### config.mk
export PLATFORM = sky130hd
export DESIGN_NAME = heater_pid_onoff_regulator
export DESIGN_NICKNAME = d
export VERILOG_FILES = /design/src/hpr_pkg.sv /design/src/heater_pid_onoff_regulator.sv
export SDC_FILE = /design/constraint.sdc
export NUM_CORES = 1
export LEC_CHECK = 0
export ABC_AREA = 1
export ABC_CLOCK_PERIOD_IN_PS = 6700
export BUFFER_PORTS_ARGS = -buffer_cell sky130_fd_sc_hd__clkbuf_2
export CELL_PAD_IN_SITES_DETAIL_PLACEMENT = 1
export CELL_PAD_IN_SITES_GLOBAL_PLACEMENT = 1
export CORE_MARGIN = 2
export CORE_UTILIZATION = 30
export DETAILED_ROUTE_END_ITERATION = 10
export GPL_TIMING_DRIVEN = 0
export PLACE_DENSITY_LB_ADDON = 0.1
export SYNTH_ARGS = -nofsm -noshare
export SYNTH_HDL_FRONTEND = slang
export SYNTH_SLANG_ARGS = --single-unit
export TNS_END_PERCENT = 5
### constraint.sdc
create_clock -name clk -period 6.7 [get_ports clk]
set_input_delay 0.335 -clock clk [delete_from_list [all_inputs] [get_ports clk]]
set_output_delay 0.335 -clock clk [all_outputs]
set_load 0.05 [all_outputs]
### src/hpr_pkg.sv
// ----------------------------------------------------------------------------
// Heater regulator package
// Transaction types, register indexes, reset values and fixed-point limits.
// ----------------------------------------------------------------------------
package hpr_pkg;

    // Input transaction: one temperature sample
    typedef struct packed {
        logic signed [15:0] temperature;   // Q8.8 degrees
        logic               first_sample;  // starts a new run
    } sample_t;

    // Output transaction: one heating command
    typedef struct packed {
        logic [14:0] heat_command;  // Q7.8 percent, 0..100
        logic        clamped;
    } result_t;

    // Configuration port
    localparam int CFG_INDEX_W = 3;
    localparam int CFG_DATA_W  = 16;

    localparam logic [CFG_INDEX_W-1:0] REG_MODE     = 3'd0;
    localparam logic [CFG_INDEX_W-1:0] REG_SETPOINT = 3'd1;
    localparam logic [CFG_INDEX_W-1:0] REG_KP       = 3'd2;
    localparam logic [CFG_INDEX_W-1:0] REG_KI       = 3'd3;
    localparam logic [CFG_INDEX_W-1:0] REG_KD       = 3'd4;
    localparam logic [CFG_INDEX_W-1:0] REG_PERIOD   = 3'd5;

    // Register reset values
    localparam logic        RST_MODE     = 1'b1;
    localparam logic [15:0] RST_SETPOINT = 16'd5120;  // 20.0 degrees
    localparam logic [15:0] RST_KP       = 16'd4506;  // about 1.1
    localparam logic [15:0] RST_KI       = 16'd41;    // about 0.01
    localparam logic [15:0] RST_KD       = 16'd614;   // about 0.15
    localparam logic [7:0]  RST_PERIOD   = 8'd10;

    // Mode codes
    localparam logic MODE_ONOFF = 1'b0;
    localparam logic MODE_PID   = 1'b1;

    // Command limits in Q7.8
    localparam logic [14:0] CMD_FULL     = 15'd25600;  // 100 percent
    localparam logic [14:0] CMD_ONOFF_ON = 15'd12800;  // 50 percent
    localparam int          FRAC_SHIFT   = 13;

    // Control total width, in units of 2^-21, and the 100 percent level
    localparam int          TOTAL_W    = 58;
    localparam logic [TOTAL_W-1:0] TOTAL_FULL = TOTAL_W'(25600) << FRAC_SHIFT;

    // Integral saturation bounds (signed 40 bit)
    localparam logic [39:0] INT_MAX40 = {1'b0, {39{1'b1}}};
    localparam logic [39:0] INT_MIN40 = {1'b1, {39{1'b0}}};

endpackage

### src/heater_pid_onoff_regulator.sv
// ----------------------------------------------------------------------------
// Heater PID / on-off regulator
// Turns each temperature sample into a 0..100 percent heating command, either
// by on-off comparison against the setpoint or by a PID law with a saturating
// trapezoid integral. Multiplies are shift-add, one multiplier bit per cycle;
// the derivative division is restoring, two quotient bits per cycle.
// ----------------------------------------------------------------------------
// One sample at a time: the sample channel stalls from acceptance until the
// result is handed on. PID runs are paced by the 16-step serial multiplies and
// the 18-step divider; in on-off mode the command is decided in the prep step.
// A stalled result holds the block in its final step until it is taken.
// Reset (rst_n low, asynchronous): registers to their defaults, previous error
// and integral cleared, no result pending.

module heater_pid_onoff_regulator (
    input  logic                               clk,
    input  logic                               rst_n,
    // sample channel
    input  logic                               sample_valid,
    output logic                               sample_stall,
    input  hpr_pkg::sample_t                   sample,
    // result channel
    output logic                               result_valid,
    input  logic                               result_stall,
    output hpr_pkg::result_t                   result,
    // configuration write port
    input  logic                               cfg_we,
    input  logic [hpr_pkg::CFG_INDEX_W-1:0]    cfg_index,
    input  logic [hpr_pkg::CFG_DATA_W-1:0]     cfg_data
);

    import hpr_pkg::*;

    // Sequencer states
    localparam logic [2:0] S_IDLE  = 3'd0;
    localparam logic [2:0] S_PREP  = 3'd1;
    localparam logic [2:0] S_MUL1  = 3'd2;
    localparam logic [2:0] S_SUM   = 3'd3;
    localparam logic [2:0] S_MUL2  = 3'd4;
    localparam logic [2:0] S_ADD   = 3'd5;
    localparam logic [2:0] S_FINAL = 3'd6;
    localparam logic [2:0] S_DONE  = 3'd7;

    localparam logic [4:0] MUL_LAST = 5'd15;  // 16 multiplier bits
    localparam logic [4:0] DIV_LAST = 5'd17;  // 36 dividend bits, 2 per step

    // Control and architectural state
    logic [2:0]  state_reg, state_next;
    logic [4:0]  cnt_reg, cnt_next;
    logic        mode_reg, mode_next;
    logic [15:0] setpoint_reg, setpoint_next;
    logic [15:0] kp_reg, kp_next;
    logic [15:0] ki_reg, ki_next;
    logic [15:0] kd_reg, kd_next;
    logic [7:0]  period_reg, period_next;
    logic [16:0] prev_err_reg, prev_err_next;
    logic [39:0] integral_reg, integral_next;
    logic        out_valid_reg, out_valid_next;

    // Datapath registers
    logic [15:0] temp_reg, temp_next;
    logic        first_reg, first_next;
    logic [16:0] e_reg, e_next;
    logic [17:0] diff_reg, diff_next;
    logic [17:0] sume_reg, sume_next;
    logic [33:0] prod_p_reg, prod_p_next;
    logic [34:0] prod_d_reg, prod_d_next;
    logic [34:0] prod_s_reg, prod_s_next;
    logic [56:0] prod_i_reg, prod_i_next;
    logic [35:0] div_reg, div_next;
    logic [7:0]  rem_reg, rem_next;
    logic        dneg_reg, dneg_next;
    logic [TOTAL_W-1:0] tot_reg, tot_next;
    logic        sat_reg, sat_next;
    result_t     res_reg, res_next;
    result_t     out_data_reg, out_data_next;

    // Combinational helpers
    logic [7:0]  dt_eff;
    logic [16:0] e_w;
    logic [17:0] diff_w;
    logic [17:0] sume_w;
    logic [17:0] add_p, sel_p;
    logic [18:0] add_d, sel_d;
    logic [18:0] add_s, sel_s;
    logic [40:0] add_i, sel_i;
    logic [25:0] ds_w;
    logic [40:0] s41_w;
    logic        ovf_w;
    logic [39:0] s40_w;
    logic [35:0] dd_w;
    logic [TOTAL_W-1:0] dval_w;
    logic [TOTAL_W-1:0] total_w;
    logic        tot_neg_w;
    logic        tot_gt_w;
    logic        tot_ge_w;

    assign sample_stall = (state_reg != S_IDLE);
    assign result_valid = out_valid_reg;
    assign result       = out_data_reg;

    // A zero period counts as one
    assign dt_eff = (period_reg == 8'd0) ? 8'd1 : period_reg;

    // Error terms, all exact
    assign e_w    = {setpoint_reg[15], setpoint_reg} - {temp_reg[15], temp_reg};
    assign diff_w = {e_w[16], e_w} - {prev_err_reg[16], prev_err_reg};
    assign sume_w = {e_w[16], e_w} + {prev_err_reg[16], prev_err_reg};

    // Shift-add multiplier steps: add signed multiplicand on LSB, shift right
    assign add_p = prod_p_reg[33:16] + {e_reg[16], e_reg};
    assign sel_p = prod_p_reg[0] ? add_p : prod_p_reg[33:16];
    assign add_d = prod_d_reg[34:16] + {diff_reg[17], diff_reg};
    assign sel_d = prod_d_reg[0] ? add_d : prod_d_reg[34:16];
    assign add_s = prod_s_reg[34:16] + {sume_reg[17], sume_reg};
    assign sel_s = prod_s_reg[0] ? add_s : prod_s_reg[34:16];
    assign add_i = prod_i_reg[56:16] + {integral_reg[39], integral_reg};
    assign sel_i = prod_i_reg[0] ? add_i : prod_i_reg[56:16];

    // Integral update with saturation to 40 bits
    assign ds_w  = prod_s_reg[25:0];
    assign s41_w = {integral_reg[39], integral_reg} + {{15{ds_w[25]}}, ds_w};
    assign ovf_w = s41_w[40] ^ s41_w[39];
    assign s40_w = ovf_w ? (s41_w[40] ? INT_MIN40 : INT_MAX40) : s41_w[39:0];

    // Derivative dividend 2*kd*diff
    assign dd_w = {prod_d_reg, 1'b0};

    // Final sum and clamp
    assign dval_w    = dneg_reg ? (TOTAL_W'(0) - {{(TOTAL_W-36){1'b0}}, div_reg})
                                : {{(TOTAL_W-36){1'b0}}, div_reg};
    assign total_w   = tot_reg + dval_w;
    assign tot_neg_w = total_w[TOTAL_W-1];
    assign tot_gt_w  = !tot_neg_w && (total_w > TOTAL_FULL);
    assign tot_ge_w  = !tot_neg_w && (total_w >= TOTAL_FULL);

    // Next-state logic
    always_comb
    begin
        logic [8:0]  r9;
        logic [7:0]  rem_v;
        logic [35:0] div_v;

        state_next     = state_reg;
        cnt_next       = cnt_reg;
        mode_next      = mode_reg;
        setpoint_next  = setpoint_reg;
        kp_next        = kp_reg;
        ki_next        = ki_reg;
        kd_next        = kd_reg;
        period_next    = period_reg;
        prev_err_next  = prev_err_reg;
        integral_next  = integral_reg;
        out_valid_next = out_valid_reg && result_stall;
        temp_next      = temp_reg;
        first_next     = first_reg;
        e_next         = e_reg;
        diff_next      = diff_reg;
        sume_next      = sume_reg;
        prod_p_next    = prod_p_reg;
        prod_d_next    = prod_d_reg;
        prod_s_next    = prod_s_reg;
        prod_i_next    = prod_i_reg;
        div_next       = div_reg;
        rem_next       = rem_reg;
        dneg_next      = dneg_reg;
        tot_next       = tot_reg;
        sat_next       = sat_reg;
        res_next       = res_reg;
        out_data_next  = out_data_reg;
        r9             = 9'd0;
        rem_v          = rem_reg;
        div_v          = div_reg;

        // Register writes
        if (cfg_we)
        begin
            unique case (cfg_index)
                REG_MODE:     mode_next     = cfg_data[0];
                REG_SETPOINT: setpoint_next = cfg_data;
                REG_KP:       kp_next       = cfg_data;
                REG_KI:       ki_next       = cfg_data;
                REG_KD:       kd_next       = cfg_data;
                REG_PERIOD:   period_next   = cfg_data[7:0];
                default:      ;
            endcase
        end

        unique case (state_reg)
            S_IDLE:
            begin
                if (sample_valid)
                begin
                    temp_next  = sample.temperature;
                    first_next = sample.first_sample;
                    state_next = S_PREP;
                end
            end

            // Form error terms, or decide on-off directly
            S_PREP:
            begin
                if (mode_reg == MODE_ONOFF)
                begin
                    res_next.heat_command =
                        ($signed(temp_reg) > $signed(setpoint_reg)) ? 15'd0 : CMD_ONOFF_ON;
                    res_next.clamped = 1'b0;
                    state_next = S_DONE;
                end
                else
                begin
                    e_next        = e_w;
                    diff_next     = diff_w;
                    sume_next     = sume_w;
                    prev_err_next = e_w;
                    prod_p_next   = {18'd0, kp_reg};
                    prod_d_next   = {19'd0, kd_reg};
                    prod_s_next   = {19'd0, 8'd0, dt_eff};
                    cnt_next      = 5'd0;
                    state_next    = S_MUL1;
                end
            end

            // kp*e, kd*diff and dt*(e+prev), one multiplier bit per cycle
            S_MUL1:
            begin
                prod_p_next = {sel_p[17], sel_p, prod_p_reg[15:1]};
                prod_d_next = {sel_d[18], sel_d, prod_d_reg[15:1]};
                prod_s_next = {sel_s[18], sel_s, prod_s_reg[15:1]};
                cnt_next    = cnt_reg + 5'd1;
                if (cnt_reg == MUL_LAST)
                begin
                    state_next = S_SUM;
                end
            end

            // Integral update, set up ki multiply and derivative divide
            S_SUM:
            begin
                prod_i_next = {41'd0, ki_reg};
                rem_next    = 8'd0;
                cnt_next    = 5'd0;
                if (first_reg)
                begin
                    integral_next = 40'd0;
                    sat_next      = 1'b0;
                    div_next      = 36'd0;
                    dneg_next     = 1'b0;
                end
                else
                begin
                    integral_next = s40_w;
                    sat_next      = ovf_w;
                    dneg_next     = dd_w[35];
                    div_next      = dd_w[35] ? (36'd0 - dd_w) : dd_w;
                end
                state_next = S_MUL2;
            end

            // ki*sum (16 steps) alongside the 2-bit restoring divide (18 steps)
            S_MUL2:
            begin
                if (!cnt_reg[4])
                begin
                    prod_i_next = {sel_i[40], sel_i, prod_i_reg[15:1]};
                end
                for (int k = 0; k < 2; k++)
                begin
                    r9    = {rem_v, div_v[35]};
                    div_v = {div_v[34:0], 1'b0};
                    if (r9 >= {1'b0, dt_eff})
                    begin
                        r9       = r9 - {1'b0, dt_eff};
                        div_v[0] = 1'b1;
                    end
                    rem_v = r9[7:0];
                end
                div_next = div_v;
                rem_next = rem_v;
                cnt_next = cnt_reg + 5'd1;
                if (cnt_reg == DIV_LAST)
                begin
                    state_next = S_ADD;
                end
            end

            // P + I
            S_ADD:
            begin
                tot_next = {{(TOTAL_W-35){prod_p_reg[33]}}, prod_p_reg, 1'b0}
                         + {{(TOTAL_W-57){prod_i_reg[56]}}, prod_i_reg};
                state_next = S_FINAL;
            end

            // + D, then clamp to 0..100 percent
            S_FINAL:
            begin
                if (tot_neg_w)
                begin
                    res_next.heat_command = 15'd0;
                end
                else if (tot_ge_w)
                begin
                    res_next.heat_command = CMD_FULL;
                end
                else
                begin
                    res_next.heat_command = total_w[FRAC_SHIFT +: 15];
                end
                res_next.clamped = sat_reg || tot_neg_w || tot_gt_w;
                state_next = S_DONE;
            end

            // Hand the result to the output register once it is free
            S_DONE:
            begin
                if (!out_valid_reg || !result_stall)
                begin
                    out_data_next  = res_reg;
                    out_valid_next = 1'b1;
                    state_next     = S_IDLE;
                end
            end

            default:
            begin
                state_next = S_IDLE;
            end
        endcase
    end

    // Control, configuration and run state
    always_ff @(posedge clk or negedge rst_n)
    begin
        if (!rst_n)
        begin
            state_reg     <= S_IDLE;
            cnt_reg       <= 5'd0;
            mode_reg      <= RST_MODE;
            setpoint_reg  <= RST_SETPOINT;
            kp_reg        <= RST_KP;
            ki_reg        <= RST_KI;
            kd_reg        <= RST_KD;
            period_reg    <= RST_PERIOD;
            prev_err_reg  <= 17'd0;
            integral_reg  <= 40'd0;
            out_valid_reg <= 1'b0;
        end
        else
        begin
            state_reg     <= state_next;
            cnt_reg       <= cnt_next;
            mode_reg      <= mode_next;
            setpoint_reg  <= setpoint_next;
            kp_reg        <= kp_next;
            ki_reg        <= ki_next;
            kd_reg        <= kd_next;
            period_reg    <= period_next;
            prev_err_reg  <= prev_err_next;
            integral_reg  <= integral_next;
            out_valid_reg <= out_valid_next;
        end
    end

    // Datapath registers
    always_ff @(posedge clk)
    begin
        temp_reg     <= temp_next;
        first_reg    <= first_next;
        e_reg        <= e_next;
        diff_reg     <= diff_next;
        sume_reg     <= sume_next;
        prod_p_reg   <= prod_p_next;
        prod_d_reg   <= prod_d_next;
        prod_s_reg   <= prod_s_next;
        prod_i_reg   <= prod_i_next;
        div_reg      <= div_next;
        rem_reg      <= rem_next;
        dneg_reg     <= dneg_next;
        tot_reg      <= tot_next;
        sat_reg      <= sat_next;
        res_reg      <= res_next;
        out_data_reg <= out_data_next;
    end

endmodule

==> results_dict.tcl <==
set metrics [dict create \
    cts_setup_buffers 0 \
    path_class "register to register" \
    max-slew-margin-rel_pct 14.0 \
    area_growth_syn_to_layout_pct 13.0 \
    synthCells 5544 \
    via_per_inst 4.89 \
    ys_top_cells_by_area "edfxtp_1 27%, nand2_1 13%, ha_1 9.8%" \
    yosysSeqAreaShare_pct 35.5 \
    yosysMostFrequentCell "nand2_1" \
    fin_ws_ns 1.07 \
    min_from "cfg_data[0]" \
    crit_path_max_incr_delay_ns 0.56 \
    start_util_pct 30.3 \
    crit_buf_inv 3 \
    ys_seq_elements 501 \
    hold_path_class "primary input to register" \
    r2r_start "div_reg[0]$_SDFFCE_PN0P_" \
    setup_viol 0 \
    vias 36875 \
    grt_pass1_vias 38820 \
    outcome "finished clean" \
    grtUsageTotal_pct 22.4 \
    tightest_slew_ns 1.28 \
    initialDrtViolationCount 1781 \
    fp.dieH_um 371 \
    htreeDepth 3 \
    hold_buffers 21 \
    grt_pass1_wl_um 236000 \
    synth_edf_count 362 \
    hold_viol 0 \
    path_max_fanout 6 \
    r2r_slack_ns 1.07 \
    wirelength_um 154000 \
    fp-row-count 134 \
    cts-resized-gates 0 \
    gp_congestion 0.897 \
    synthArstFlopShare_pct 27.7 \
    arrival_ns 6.00 \
    largest_register_ffs 58 \
    synthesis.area_um2 40500 \
    cts.clk_slew.worst_paths_ns 0.06 \
    wl_per_cell_um 20.4 \
    netlist_top_cells_count "1,442 x nand2_1, 834 x inv_1, 558 x nor2_1" \
    min_to "setpoint_reg[0]$_DFFE_PN0P_" \
    die_w_um 371 \
    rr_endpoint "res_reg[0]$_SDFFCE_PN0P_" \
    min_period_over_period_pct 84.1 \
    cap_violations 0 \
    top_layer "met4" \
    core-area_um2 134000 \
    synth_top_area_share_pct 26.9 \
    clock.fmax_ghz 0.178 \
    overflow 0 \
    dp_slack_ns 1.06 \
    critPathTopFamily "simple AND/OR/NAND/NOR gates" \
    antenna_left 0 \
    drv_slew 0 \
    yosys.cell_types.count 64 \
    grt_antenna_before_repair 5 \
    path_common_cell "nand2_1" \
    final.setup_skew_ns 0.0417 \
    drive_gt1_share_pct 5.92 \
    die-area_um2 138000 \
    critical-path-slowest-cell "edfxtp_1" \
    rsz0062_at_grt "false" \
    fin_util_pct 34.2 \
    portBuffers 58 \
    cp-start-kind "register" \
    yosysTopAreaCell "edfxtp_1" \
    cts_buffer_depth 3 \
    synthFlopType "edfxtp_1" \
    clock-sinks 501 \
    clk-insertion-delay-late_ns 0.67 \
    dr.pass1.iters 5 \
    dr_wl_met3_um 3620 \
    cts_buffers 68 \
    wl_met2_um 73900 \
    period_minus_slack_ns 5.63 \
    place_hpwl_um 129000 \
    met1_length_um 73400 \
    grt_max_degree 81 \
    hold_depth 3 \
    worst_setup_path_end_kind "register" \
    yosysWarningCount 0 \
    drc 0 \
    syn_avg_cell_area_um2 7.30 \
    r2r_cells 28 \
    cts_root_buf "clkbuf_16" \
    syn-num-nets 5914 \
    cp.required_ns 7.07 \
    nets 6076 \
    io_pins 59 \
    cts_tree "yes" \
]
[routing by layer]
layer / global-route usage [%] / vias up
li1: - / 18526
met1: 30.0 / 17839
met2: 39.0 / 358
met3: 2.33 / 152
met4: 4.64 / 0
met5: 0 / -
[worst min-delay path: stages]
cell and delay, ns:
clkbuf_2 0.07, inv_1 0.13, o21ai_0 0.19
[placed cells by master, fill, tap and decap left out, types with 36 or more instances in the layout]
cell / synthesis / routed
a21oi_1: 367 / 366
a31oi_1: 43 / 43
clkbuf_1: 82 / 91
clkbuf_16: 0 / 72
clkbuf_2: 0 / 57
dfrtp_1: 120 / 120
edfxtp_1: 362 / 362
ha_1: 317 / 317
inv_1: 834 / 834
nand2_1: 1442 / 1440
nand3_1: 215 / 215
nand4_1: 45 / 45
nor2_1: 558 / 557
nor3_1: 56 / 55
o21ai_0: 408 / 405
o21ai_1: 35 / 36
xnor2_1: 56 / 56
xor2_1: 193 / 193
[area by class of cell]
| class | count | area (µm²) |
|---|---|---|
| clock buffer | 88 | 1920 |
| antenna | 6 | 15.0 |
| tap | 1768 | 2210 |
| timing repair buffer | 92 | 738 |
| fill | 16483 | 87900 |
| clock inverter | 36 | 353 |
| inverter | 864 | 3240 |
| buffer | 96 | 397 |
| multi-input combinational | 4083 | 22500 |
| sequential | 501 | 14400 |
[worst max path at each step]
stage                                    startpoint                           end  slack [ns]  cells past startpoint
after global routing      period_reg[2]$_DFFE_PN0P_      rem_reg[4]$_SDFFCE_PN0P_        0.54                     29
final                      div_reg[0]$_SDFFCE_PN0P_      res_reg[0]$_SDFFCE_PN0P_        1.07                     28
after CTS                  div_reg[0]$_SDFFCE_PN0P_      res_reg[0]$_SDFFCE_PN0P_        1.00                     24
after global placement     state_reg[1]$_DFFE_PN0P_  prod_i_reg[50]$_SDFFCE_PN0P_       -3.16                      5
after floorplan            state_reg[1]$_DFFE_PN0P_       prod_i_reg[0]$_DFFE_PP_        1.07                      5
after detailed placement   div_reg[0]$_SDFFCE_PN0P_      res_reg[0]$_SDFFCE_PN0P_        1.06                     24
[through the flow]
step / instance area, µm² / hold slack, ns / TNS [ns] / instances
6_report: 45800 / 0.107 / 0 / 7534
5_1_grt: 45700 / 0.0917 / 0 / 7528
4_1_cts: 45700 / 0.0434 / 0 / 7528
3_5_place_dp: 43300 / 0.377 / 0 / 7383
3_3_place_gp: 43000 / 0.400 / -218.79 / 7370
2_1_floorplan: 40500 / 0.0394 / 0 / 5544
[cell families after synthesis]
logic type | count (synthesis) | synth area share [%]
flops | 501 | 35.5
compound gates | 1048 | 14.4
xor+xnor | 251 | 5.47
simple gates | 2455 | 25.2
fa+ha+maj | 329 | 10.4
buf+inv | 960 | 8.98
Power is left out: the tool's default activity adds up to more than one toggle a clock period on the data nets, which glitch-free logic cannot reach.
